==> config.mk <==
export PLATFORM = sky130hd
export DESIGN_NAME = ack_nonce_retransmit_engine_core
export DESIGN_NICKNAME = d
export VERILOG_FILES = /design/src/anre_pkg.sv /design/src/anre_front.sv /design/src/anre_queue.sv /design/src/anre_back.sv /design/src/ack_nonce_retransmit_engine_core.sv
export SDC_FILE = /design/constraint.sdc
export NUM_CORES = 2
export LEC_CHECK = 0
export BUFFER_PORTS_ARGS = -buffer_cell sky130_fd_sc_hd__buf_2
export CELL_PAD_IN_SITES_DETAIL_PLACEMENT = 1
export CELL_PAD_IN_SITES_GLOBAL_PLACEMENT = 1
export CORE_AREA = 3 3 227 396
export CTS_BUF_LIST = sky130_fd_sc_hd__clkbuf_4 sky130_fd_sc_hd__clkbuf_8 sky130_fd_sc_hd__clkbuf_16
export DETAILED_ROUTE_END_ITERATION = 12
export DIE_AREA = 0 0 230 399
export PLACE_DENSITY_LB_ADDON = 0.2
export SYNTH_ARGS = -nofsm -noshare
export SYNTH_HDL_FRONTEND = slang
export SYNTH_SLANG_ARGS = --single-unit
==> constraint.sdc <==
create_clock -name i_clk -period 13.9 [get_ports i_clk]
set_input_delay 1.39 -clock i_clk [delete_from_list [all_inputs] [get_ports i_clk]]
set_output_delay 1.39 -clock i_clk [all_outputs]
set_load 0.005 [all_outputs]
==> src/anre_pkg.sv <==
package anre_pkg;

    // Input operation codes
    typedef enum logic [3:0] {
        OP_TICK        = 4'd0,
        OP_START_NONCE = 4'd1,
        OP_START_AUTO  = 4'd2,
        OP_STOP        = 4'd3,
        OP_CLAIM_ACK   = 4'd4,
        OP_STOP_ACK    = 4'd5,
        OP_DENIED      = 4'd6,
        OP_CLEAR_START = 4'd7,
        OP_CLEAR_STOP  = 4'd8,
        OP_SET_UI      = 4'd9
    } t_op;

    // Result kinds
    typedef enum logic [2:0] {
        KIND_SEND_START  = 3'd0,
        KIND_SEND_STOP   = 3'd1,
        KIND_HEARTBEAT   = 3'd2,
        KIND_START_ACKED = 3'd3,
        KIND_STOP_ACKED  = 3'd4,
        KIND_DENIED      = 3'd5
    } t_kind;

    // Configuration register indexes
    typedef enum logic [1:0] {
        CFG_RETRY_INTERVAL = 2'd0,
        CFG_RETRY_LIMIT    = 2'd1,
        CFG_HB_PERIOD      = 2'd2
    } t_cfg_idx;

    localparam logic [15:0] RETRY_INTERVAL_RST = 16'd500;
    localparam logic [7:0]  RETRY_LIMIT_RST    = 8'd3;
    localparam logic [15:0] HB_PERIOD_RST      = 16'd2000;

    localparam int MAX_RESULTS = 3;

    typedef struct packed {
        logic [3:0]  operation;
        logic [15:0] nonce;
        logic [15:0] mover_id;
        logic [7:0]  ui_state;
        logic [15:0] advertised_nonce;
    } t_in;

    typedef struct packed {
        t_kind       kind;
        logic [15:0] frame_nonce;
        logic [15:0] acked_mover;
        logic [7:0]  reported_ui_state;
        logic [15:0] heartbeat_seq;
    } t_res;

    // All results caused by one input item, packed from slot 0 upward
    typedef struct packed {
        t_res [MAX_RESULTS-1:0] res;
        logic [1:0]             count;
        logic                   start_pending;
        logic                   stop_pending;
    } t_bundle;

    typedef struct packed {
        t_kind       kind;
        logic [15:0] frame_nonce;
        logic [15:0] acked_mover;
        logic [7:0]  reported_ui_state;
        logic [15:0] heartbeat_seq;
        logic        start_pending;
        logic        stop_pending;
        logic        last_of_run;
    } t_out;

    function automatic logic [15:0] skip_zero_next(input logic [15:0] c);
        logic [15:0] n;
        n = c + 16'd1;
        return (n == 16'd0) ? 16'd1 : n;
    endfunction

endpackage

==> src/anre_front.sv <==
module anre_front (
    input  logic              i_clk,
    input  logic              i_rst_n,
    input  logic              i_cfg_we,
    input  logic [1:0]        i_cfg_idx,
    input  logic [15:0]       i_cfg_data,
    input  logic              i_in_valid,
    output logic              o_in_stall,
    input  anre_pkg::t_in     i_in_data,
    input  logic              i_q_full,
    output logic              o_push,
    output anre_pkg::t_bundle o_bundle
);
    import anre_pkg::*;

    logic [15:0] r_interval;
    logic [7:0]  r_limit;
    logic [15:0] r_hb_period;

    logic [31:0] r_time,        n_time;
    logic [15:0] r_start_nonce, n_start_nonce;
    logic [31:0] r_start_time,  n_start_time;
    logic [7:0]  r_start_tries, n_start_tries;
    logic [15:0] r_stop_nonce,  n_stop_nonce;
    logic [31:0] r_stop_time,   n_stop_time;
    logic [7:0]  r_stop_tries,  n_stop_tries;
    logic [15:0] r_auto_cnt,    n_auto_cnt;
    logic [15:0] r_stop_cnt,    n_stop_cnt;
    logic [31:0] r_hb_time,     n_hb_time;
    logic [15:0] r_hb_cnt,      n_hb_cnt;
    logic [7:0]  r_adv_ui,      n_adv_ui;
    logic [15:0] r_adv_nonce,   n_adv_nonce;

    logic                   accept;
    logic [31:0]            time_inc;
    logic [31:0]            start_el;
    logic [31:0]            stop_el;
    logic [31:0]            hb_el;
    logic [15:0]            auto_next;
    logic [15:0]            stop_next;
    logic [15:0]            given_nonce;
    t_res [MAX_RESULTS-1:0] cand;
    logic [MAX_RESULTS-1:0] cand_v;
    t_bundle                bundle;

    assign accept     = i_in_valid && !i_q_full;
    assign o_in_stall = i_q_full;

    assign time_inc    = r_time + 32'd1;
    assign start_el    = time_inc - r_start_time;
    assign stop_el     = time_inc - r_stop_time;
    assign hb_el       = time_inc - r_hb_time;
    assign auto_next   = skip_zero_next(r_auto_cnt);
    assign stop_next   = skip_zero_next(r_stop_cnt);
    assign given_nonce = (i_in_data.nonce == 16'd0) ? 16'd1 : i_in_data.nonce;

    always_comb begin
        n_time        = r_time;
        n_start_nonce = r_start_nonce;
        n_start_time  = r_start_time;
        n_start_tries = r_start_tries;
        n_stop_nonce  = r_stop_nonce;
        n_stop_time   = r_stop_time;
        n_stop_tries  = r_stop_tries;
        n_auto_cnt    = r_auto_cnt;
        n_stop_cnt    = r_stop_cnt;
        n_hb_time     = r_hb_time;
        n_hb_cnt      = r_hb_cnt;
        n_adv_ui      = r_adv_ui;
        n_adv_nonce   = r_adv_nonce;
        cand          = '0;
        cand_v        = '0;

        unique case (t_op'(i_in_data.operation))
            OP_TICK: begin
                n_time = time_inc;
                if ((r_start_nonce != 16'd0) && (start_el >= {16'd0, r_interval})
                        && (r_start_tries < r_limit)) begin
                    n_start_tries     = r_start_tries + 8'd1;
                    n_start_time      = time_inc;
                    cand_v[0]         = 1'b1;
                    cand[0].kind      = KIND_SEND_START;
                    cand[0].frame_nonce = r_start_nonce;
                end
                if ((r_stop_nonce != 16'd0) && (stop_el >= {16'd0, r_interval})
                        && (r_stop_tries < r_limit)) begin
                    n_stop_tries      = r_stop_tries + 8'd1;
                    n_stop_time       = time_inc;
                    cand_v[1]         = 1'b1;
                    cand[1].kind      = KIND_SEND_STOP;
                    cand[1].frame_nonce = r_stop_nonce;
                end
                if (hb_el >= {16'd0, r_hb_period}) begin
                    n_hb_time                 = time_inc;
                    n_hb_cnt                  = r_hb_cnt + 16'd1;
                    cand_v[2]                 = 1'b1;
                    cand[2].kind              = KIND_HEARTBEAT;
                    cand[2].frame_nonce       = r_adv_nonce;
                    cand[2].reported_ui_state = r_adv_ui;
                    cand[2].heartbeat_seq     = r_hb_cnt + 16'd1;
                end
            end
            OP_START_NONCE: begin
                n_start_nonce       = given_nonce;
                n_start_time        = r_time;
                n_start_tries       = 8'd1;
                cand_v[0]           = 1'b1;
                cand[0].kind        = KIND_SEND_START;
                cand[0].frame_nonce = given_nonce;
            end
            OP_START_AUTO: begin
                n_auto_cnt          = auto_next;
                n_start_nonce       = auto_next;
                n_start_time        = r_time;
                n_start_tries       = 8'd1;
                cand_v[0]           = 1'b1;
                cand[0].kind        = KIND_SEND_START;
                cand[0].frame_nonce = auto_next;
            end
            OP_STOP: begin
                n_stop_cnt          = stop_next;
                n_stop_nonce        = stop_next;
                n_stop_time         = r_time;
                n_stop_tries        = 8'd1;
                cand_v[0]           = 1'b1;
                cand[0].kind        = KIND_SEND_STOP;
                cand[0].frame_nonce = stop_next;
            end
            OP_CLAIM_ACK: begin
                if ((r_start_nonce != 16'd0) && (i_in_data.nonce == r_start_nonce)) begin
                    n_start_nonce       = 16'd0;
                    n_start_tries       = 8'd0;
                    cand_v[0]           = 1'b1;
                    cand[0].kind        = KIND_START_ACKED;
                    cand[0].frame_nonce = i_in_data.nonce;
                    cand[0].acked_mover = i_in_data.mover_id;
                end
            end
            OP_STOP_ACK: begin
                if ((r_stop_nonce != 16'd0) && (i_in_data.nonce == r_stop_nonce)) begin
                    n_stop_nonce        = 16'd0;
                    n_stop_tries        = 8'd0;
                    cand_v[0]           = 1'b1;
                    cand[0].kind        = KIND_STOP_ACKED;
                    cand[0].frame_nonce = i_in_data.nonce;
                end
            end
            OP_DENIED: begin
                n_start_nonce       = 16'd0;
                n_start_tries       = 8'd0;
                cand_v[0]           = 1'b1;
                cand[0].kind        = KIND_DENIED;
                cand[0].frame_nonce = r_start_nonce;
            end
            OP_CLEAR_START: begin
                n_start_nonce = 16'd0;
                n_start_tries = 8'd0;
            end
            OP_CLEAR_STOP: begin
                n_stop_nonce = 16'd0;
                n_stop_tries = 8'd0;
            end
            OP_SET_UI: begin
                n_adv_ui    = i_in_data.ui_state;
                n_adv_nonce = i_in_data.advertised_nonce;
            end
            default: begin
            end
        endcase
    end

    // Pack the produced results toward slot 0, keeping their order
    always_comb begin
        bundle = '0;
        for (int i = 0; i < MAX_RESULTS; i++) begin
            if (cand_v[i]) begin
                bundle.res[bundle.count] = cand[i];
                bundle.count             = bundle.count + 2'd1;
            end
        end
        bundle.start_pending = (n_start_nonce != 16'd0);
        bundle.stop_pending  = (n_stop_nonce != 16'd0);
    end

    assign o_bundle = bundle;
    assign o_push   = accept && (bundle.count != 2'd0);

    always_ff @(posedge i_clk) begin
        if (!i_rst_n) begin
            r_interval  <= RETRY_INTERVAL_RST;
            r_limit     <= RETRY_LIMIT_RST;
            r_hb_period <= HB_PERIOD_RST;
        end else if (i_cfg_we) begin
            unique case (t_cfg_idx'(i_cfg_idx))
                CFG_RETRY_INTERVAL: r_interval  <= i_cfg_data;
                CFG_RETRY_LIMIT:    r_limit     <= i_cfg_data[7:0];
                CFG_HB_PERIOD:      r_hb_period <= i_cfg_data;
                default: begin
                end
            endcase
        end
    end

    always_ff @(posedge i_clk) begin
        if (!i_rst_n) begin
            r_time        <= '0;
            r_start_nonce <= '0;
            r_start_time  <= '0;
            r_start_tries <= '0;
            r_stop_nonce  <= '0;
            r_stop_time   <= '0;
            r_stop_tries  <= '0;
            r_auto_cnt    <= '0;
            r_stop_cnt    <= '0;
            r_hb_time     <= '0;
            r_hb_cnt      <= '0;
            r_adv_ui      <= '0;
            r_adv_nonce   <= '0;
        end else if (accept) begin
            r_time        <= n_time;
            r_start_nonce <= n_start_nonce;
            r_start_time  <= n_start_time;
            r_start_tries <= n_start_tries;
            r_stop_nonce  <= n_stop_nonce;
            r_stop_time   <= n_stop_time;
            r_stop_tries  <= n_stop_tries;
            r_auto_cnt    <= n_auto_cnt;
            r_stop_cnt    <= n_stop_cnt;
            r_hb_time     <= n_hb_time;
            r_hb_cnt      <= n_hb_cnt;
            r_adv_ui      <= n_adv_ui;
            r_adv_nonce   <= n_adv_nonce;
        end
    end

endmodule

==> src/anre_queue.sv <==
module anre_queue #(
    parameter int DEPTH = 2
) (
    input  logic              i_clk,
    input  logic              i_rst_n,
    input  logic              i_push,
    input  anre_pkg::t_bundle i_push_data,
    output logic              o_full,
    input  logic              i_pop,
    output anre_pkg::t_bundle o_pop_data,
    output logic              o_empty
);
    import anre_pkg::*;

    localparam int PW = $clog2(DEPTH);
    localparam int CW = $clog2(DEPTH + 1);
    localparam logic [PW-1:0] LAST_PTR = PW'(DEPTH - 1);
    localparam logic [CW-1:0] FULL_CNT = CW'(DEPTH);

    t_bundle       r_mem [DEPTH];
    logic [PW-1:0] r_wr_ptr;
    logic [PW-1:0] r_rd_ptr;
    logic [CW-1:0] r_count;

    assign o_full     = (r_count == FULL_CNT);
    assign o_empty    = (r_count == '0);
    assign o_pop_data = r_mem[r_rd_ptr];

    always_ff @(posedge i_clk) begin
        if (i_push) begin
            r_mem[r_wr_ptr] <= i_push_data;
        end
    end

    always_ff @(posedge i_clk) begin
        if (!i_rst_n) begin
            r_wr_ptr <= '0;
            r_rd_ptr <= '0;
            r_count  <= '0;
        end else begin
            if (i_push) begin
                r_wr_ptr <= (r_wr_ptr == LAST_PTR) ? '0 : r_wr_ptr + PW'(1);
            end
            if (i_pop) begin
                r_rd_ptr <= (r_rd_ptr == LAST_PTR) ? '0 : r_rd_ptr + PW'(1);
            end
            if (i_push && !i_pop) begin
                r_count <= r_count + CW'(1);
            end else if (i_pop && !i_push) begin
                r_count <= r_count - CW'(1);
            end
        end
    end

endmodule

==> src/anre_back.sv <==
module anre_back (
    input  logic              i_clk,
    input  logic              i_rst_n,
    input  anre_pkg::t_bundle i_bundle,
    input  logic              i_q_empty,
    output logic              o_pop,
    output logic              o_out_valid,
    input  logic              i_out_stall,
    output anre_pkg::t_out    o_out_data
);
    import anre_pkg::*;

    t_bundle    r_bundle;
    logic       r_have;
    logic [1:0] r_idx;

    logic xfer;
    logic last;
    t_res cur;

    assign cur  = r_bundle.res[r_idx];
    assign last = (r_idx == (r_bundle.count - 2'd1));
    assign xfer = r_have && !i_out_stall;

    // Take the next bundle once the current one is fully delivered
    assign o_pop = !i_q_empty && (!r_have || (xfer && last));

    assign o_out_valid                  = r_have;
    assign o_out_data.kind              = cur.kind;
    assign o_out_data.frame_nonce       = cur.frame_nonce;
    assign o_out_data.acked_mover       = cur.acked_mover;
    assign o_out_data.reported_ui_state = cur.reported_ui_state;
    assign o_out_data.heartbeat_seq     = cur.heartbeat_seq;
    assign o_out_data.start_pending     = r_bundle.start_pending;
    assign o_out_data.stop_pending      = r_bundle.stop_pending;
    assign o_out_data.last_of_run       = last;

    always_ff @(posedge i_clk) begin
        if (o_pop) begin
            r_bundle <= i_bundle;
        end
    end

    always_ff @(posedge i_clk) begin
        if (!i_rst_n) begin
            r_have <= 1'b0;
            r_idx  <= '0;
        end else if (o_pop) begin
            r_have <= 1'b1;
            r_idx  <= '0;
        end else if (xfer) begin
            if (last) begin
                r_have <= 1'b0;
                r_idx  <= '0;
            end else begin
                r_idx <= r_idx + 2'd1;
            end
        end
    end

endmodule

==> src/ack_nonce_retransmit_engine_core.sv <==
// Channel  | Direction | Handshake                  | Payload
// ---------+-----------+----------------------------+-----------------------------
// input    | in        | i_in_valid / o_in_stall    | i_in_data  (anre_pkg::t_in)
// result   | out       | o_out_valid / i_out_stall  | o_out_data (anre_pkg::t_out)
// config   | in        | i_cfg_we (no wait)         | i_cfg_idx, i_cfg_data
//
// One input transfer per cycle while the result queue has room; the front
// updates all slot state in the cycle of the transfer.
// Results leave one per cycle unless i_out_stall holds them, so an item with k
// results gives k transfers; each is registered in the queue, then in the back.
// Reset (synchronous, active low) empties the queue, clears all slot state and
// loads the register defaults: interval 500, limit 3, heartbeat 2000.
// o_in_stall rises only while the queue is full; i_out_stall holds the result.
module ack_nonce_retransmit_engine_core #(
    parameter int QUEUE_DEPTH = 2
) (
    input  logic           i_clk,
    input  logic           i_rst_n,
    input  logic           i_cfg_we,
    input  logic [1:0]     i_cfg_idx,
    input  logic [15:0]    i_cfg_data,
    input  logic           i_in_valid,
    output logic           o_in_stall,
    input  anre_pkg::t_in  i_in_data,
    output logic           o_out_valid,
    input  logic           i_out_stall,
    output anre_pkg::t_out o_out_data
);
    import anre_pkg::*;

    logic    q_push;
    logic    q_pop;
    logic    q_full;
    logic    q_empty;
    t_bundle push_bundle;
    t_bundle pop_bundle;

    // Front: accept, classify and update slot state; push one bundle per item with results
    anre_front u_front (
        .i_clk      (i_clk),
        .i_rst_n    (i_rst_n),
        .i_cfg_we   (i_cfg_we),
        .i_cfg_idx  (i_cfg_idx),
        .i_cfg_data (i_cfg_data),
        .i_in_valid (i_in_valid),
        .o_in_stall (o_in_stall),
        .i_in_data  (i_in_data),
        .i_q_full   (q_full),
        .o_push     (q_push),
        .o_bundle   (push_bundle)
    );

    // Short queue decouples the two sides
    anre_queue #(
        .DEPTH (QUEUE_DEPTH)
    ) u_queue (
        .i_clk       (i_clk),
        .i_rst_n     (i_rst_n),
        .i_push      (q_push),
        .i_push_data (push_bundle),
        .o_full      (q_full),
        .i_pop       (q_pop),
        .o_pop_data  (pop_bundle),
        .o_empty     (q_empty)
    );

    // Back: serialize each bundle into result transfers
    anre_back u_back (
        .i_clk       (i_clk),
        .i_rst_n     (i_rst_n),
        .i_bundle    (pop_bundle),
        .i_q_empty   (q_empty),
        .o_pop       (q_pop),
        .o_out_valid (o_out_valid),
        .i_out_stall (i_out_stall),
        .o_out_data  (o_out_data)
    );

    // Never push into a full queue
    a_no_overflow: assert property (@(posedge i_clk) disable iff (!i_rst_n)
        q_push |-> !q_full)
        else $error("result queue overflow");

    // A run that is not finished keeps the output valid
    a_run_continues: assert property (@(posedge i_clk) disable iff (!i_rst_n)
        (o_out_valid && !i_out_stall && !o_out_data.last_of_run) |=> o_out_valid)
        else $error("result run broken");

    // Heartbeat fields are zero on every other kind
    a_hb_fields: assert property (@(posedge i_clk) disable iff (!i_rst_n)
        (o_out_valid && (o_out_data.kind != KIND_HEARTBEAT))
            |-> (o_out_data.heartbeat_seq == 16'd0
                 && o_out_data.reported_ui_state == 8'd0))
        else $error("heartbeat fields set on non-heartbeat result");

    // Mover is reported only with a start acknowledge
    a_mover_field: assert property (@(posedge i_clk) disable iff (!i_rst_n)
        (o_out_valid && (o_out_data.kind != KIND_START_ACKED))
            |-> (o_out_data.acked_mover == 16'd0))
        else $error("mover set on non-ack result");

endmodule

==> impl_metrics.py <==
metrics = {
    "sta": {
        "min_period_ps": 10730,
        "period_share_pct": 77.2,
        "skew_ps": 33.7,
        "worst_pin_slew_ps": 1290,
        "slew_headroom_pct": 13.8,
        "finalSetupViolCount": 0,
        "slew_viol_final": 0,
        "tns_ps": 0,
        "hold_viol": 0,
        "maxClockFrequency_mhz": 93.2,
        "grt_setup_unrepaired": "false",
    },
    "synthesis": {
        "synth_enable_flop_cells": 438,
        "ys_seq_area_share_pct": 48.9,
        "synthTopCellsByArea": "edfxtp_1 (34%), dfxtp_1 (15%), ha_1 (5.3%)",
        "synth_cells": 3846,
        "yosysTopAreaCell": "edfxtp_1",
        "synth-seq-cells": 733,
        "ys_types": 103,
        "synth_fp_nets": 4097,
        "synth-warning-count": 0,
        "ys_async_sr_fraction_pct": 0,
        "synth_area_mm2": 0.0390,
        "synth_top_area_share_pct": 33.8,
        "avgSynthCellArea_um2": 10.1,
        "synthFlopType": "edfxtp_1",
    },
    "finish": {
        "fin_cells": 5102,
        "stdcell_area_mm2": 0.0431,
        "area_delta_synth_final_pct": 10.6,
        "nets": 4135,
        "drive_above_1_share_pct": 13.9,
    },
    "clock_tree": {
        "root_buffer": "clkbuf_16",
        "clock-sinks": 733,
        "numCtsBuffers": 71,
        "post-cts-setup-buffers": 0,
        "htree_levels": 3,
        "cts-resized-gates": 0,
        "cts_max_path_buffers": 3,
        "clk-insertion-delay-late_ps": 670,
        "cts_tree": "yes",
        "ctsHoldBuffers": 0,
        "cts.clk_slew.worst_paths_ps": 60,
    },
    "critical_path": {
        "required_ps": 14180,
        "crit_type": "reg2reg",
        "worstPathArrival_ps": 11010,
        "cp_slowest_cell": "a2111oi_0",
        "cp-end-kind": "register",
        "slowest_delay_ps": 870,
        "cp_max_fo": 62,
        "start_kind": "register",
        "path_delay_family": "simple AND/OR/NAND/NOR gates",
        "crit_chain": "ha_1 > nand2_1 > nor4_4 > nand3_1 > or4_1 > or2_1 > nor2_4 > xor2_1 > ha_1 > nand2_1 > nor2_1 > nand2_1 > a2111oi_0 > nand4_1 > nor4_1 > and4b_1 > nor2_2 > or3_1 > ha_1 > and3_1 > or2_1 > nor2b_4 > buf_4",
        "cp_num_buf_inv": 1,
    },
    "routing": {
        "drc_errors": 0,
        "vias": 29500,
        "ant_nets": 0,
        "via_per_inst": 5.79,
        "wl_per_cell_um": 23.4,
        "dr.pass1.iters": 5,
        "drt-total-wl_mm": 119,
        "drt_iter0_drc": 1239,
    },
    "global_route": {
        "grt_pass1_vias": 31300,
        "antenna_found_initial": 0,
        "grt_start_max_net_pins": 118,
        "grt_usage_pct": 25.8,
        "grt_pass1_wl_mm": 183,
        "grt_overflow": 0,
    },
    "placement": {
        "gp_congestion": 0.973,
        "port_buffers": 146,
        "dp_cells": 4971,
        "placed_area_mm2": 0.0406,
        "hpwl_mm": 87.2,
    },
    "die": {
        "io_pins": 147,
        "start_util_pct": 44.8,
        "core-area_mm2": 0.0870,
        "die_w_um": 230,
        "dieArea_mm2": 0.0918,
        "fp-row-count": 143,
        "die_y_um": 399,
    },
    "pwr": {
        "vdd_drop_max_uv": 96.1,
        "p_leak_nw": 16.2,
        "power.density_mw_per_mm2": 138,
    },
    "outcome": {
        "status": "finished, final reports clean",
    },
    "run": {
        "drv_cap": 0,
    },
    "worst_hold_path": {
        "hold_class": "reg2reg",
    },
}
-- cells in the mapped netlist (13+ instances only) --
cell type	count
edfxtp_1	438
nand2_1	395
nor2_1	388
dfxtp_1	295
a21oi_1	228
inv_1	166
ha_1	165
o21ai_0	161
clkbuf_1	155
xor2_1	151
mux2_2	147
xnor2_1	136
a211oi_1	89
and3_1	83
nand3_1	62
mux2i_1	57
and2_1	47
a21o_1	44
nand4_1	41
nor3_1	41
or3_1	41
nor4_1	38
buf_2	36
o211ai_1	31
a22oi_1	29
o21a_1	29
a211oi_2	28
a31oi_1	26
nand2b_1	24
a22o_1	17
nor2b_1	15
buf_4	14
o31ai_1	13
-- per-layer routing --
metal	part of all wire (%)	global-route usage (%)
met5	0	0
met4	6.6	15.7
met3	3.1	3.14
met2	55	50.4
met1	35	25.6
-- tightest hold or removal path: stages (launching register included) --
cell and delay [ps]:
dfxtp_1 310, nand2_1 50, a21oi_1 50
-- state kept, by name, indices dropped and copies added, names as in the netlist, 2 cells and up --
signal	cells
u_queue.r_mem	292
u_front.r_adv_ui	8
u_front.r_stop_time	32
u_front.r_interval	16
u_front.r_start_time	32
u_front.r_stop_nonce	16
u_back.r_idx	2
u_front.r_stop_cnt	16
u_front.r_hb_cnt	16
u_front.r_hb_period	16
u_front.r_start_tries	8
u_front.r_auto_cnt	16
u_front.r_hb_time	32
u_front.r_adv_nonce	16
u_back.r_bundle	144
u_front.r_time	32
u_front.r_stop_tries	8
u_front.r_limit	8
u_queue.r_count	2
u_front.r_start_nonce	16
u_back.o_out_data	2
-- power by group --
part | switching [mW] | internal (mW)
combinational | 0.703 | 0.456
clock | 0.882 | 1.19
sequential | 0.104 | 2.62
total | 1.69 | 4.27
-- path summary, 6_finish.rpt --
check | startpoint | endpoint | slack (ps) | depth (start not counted)
setup / recovery | u_front.r_time[0] | u_queue.r_mem[0][70] | 3170 | 23
hold / removal | u_front.r_hb_period[15] | u_front.r_hb_period[15] | 460 | 2
setup reg to reg | u_front.r_time[0] | u_queue.r_mem[0][70] | 3170 | 23
hold reg to reg | u_front.r_hb_period[15] | u_front.r_hb_period[15] | 460 | 2
-- metrics by stage --
| stage | worst slack, ps | total power, mW | utilization (%) | hold slack (ps) |
|---|---|---|---|---|
| floorplan | 647 | 3.52 | - | 436 |
| global placement | 3320 | 3.90 | 46.7 | 445 |
| detailed placement | 3250 | 3.94 | 46.7 | 453 |
| CTS | 3220 | 6.03 | 49.5 | 461 |
| global route | 2440 | 6.24 | 49.5 | 482 |
| finish | 3170 | 5.96 | 49.5 | 459 |
-- kinds of logic after synthesis --
| logic type | count (synthesis) | share of synthesized area (%) |
|---|---|---|
| buffers and inverters | 390 | 4.12 |
| adders and majority gates | 168 | 5.45 |
| xor gates and xnor gates | 287 | 6.45 |
| DFF | 733 | 48.9 |
| AOI/OAI and AO/OA | 828 | 14.4 |
| muxes | 204 | 5.71 |
| and+or+nand+nor | 1236 | 15.0 |
-- placed cells by master (no fill, tap or decap), types with 44 or more instances in the layout --
cell and n:
a211oi_1 89, a21o_1 44, a21oi_1 228, and2_1 47, and3_1 83, buf_2 146
clkbuf_16 73, dfxtp_1 292, edfxtp_1 438, ha_1 165, inv_1 165, mux2_2 147
mux2i_1 57, nand2_1 395, nand3_1 62, nor2_1 387, o21ai_0 161, xnor2_1 136
xor2_1 151
-- layout make-up --
class | count | area, µm²
fill | 9734 | 43900
sequential | 733 | 19100
multi-input combinational | 2723 | 18400
clock buffer | 94 | 2030
tap | 1160 | 1450
timing repair buffer | 185 | 1020
inverter | 170 | 656
clock inverter | 36 | 454
antenna | 1 | 2.50
Power figures use the tool's default switching activity.
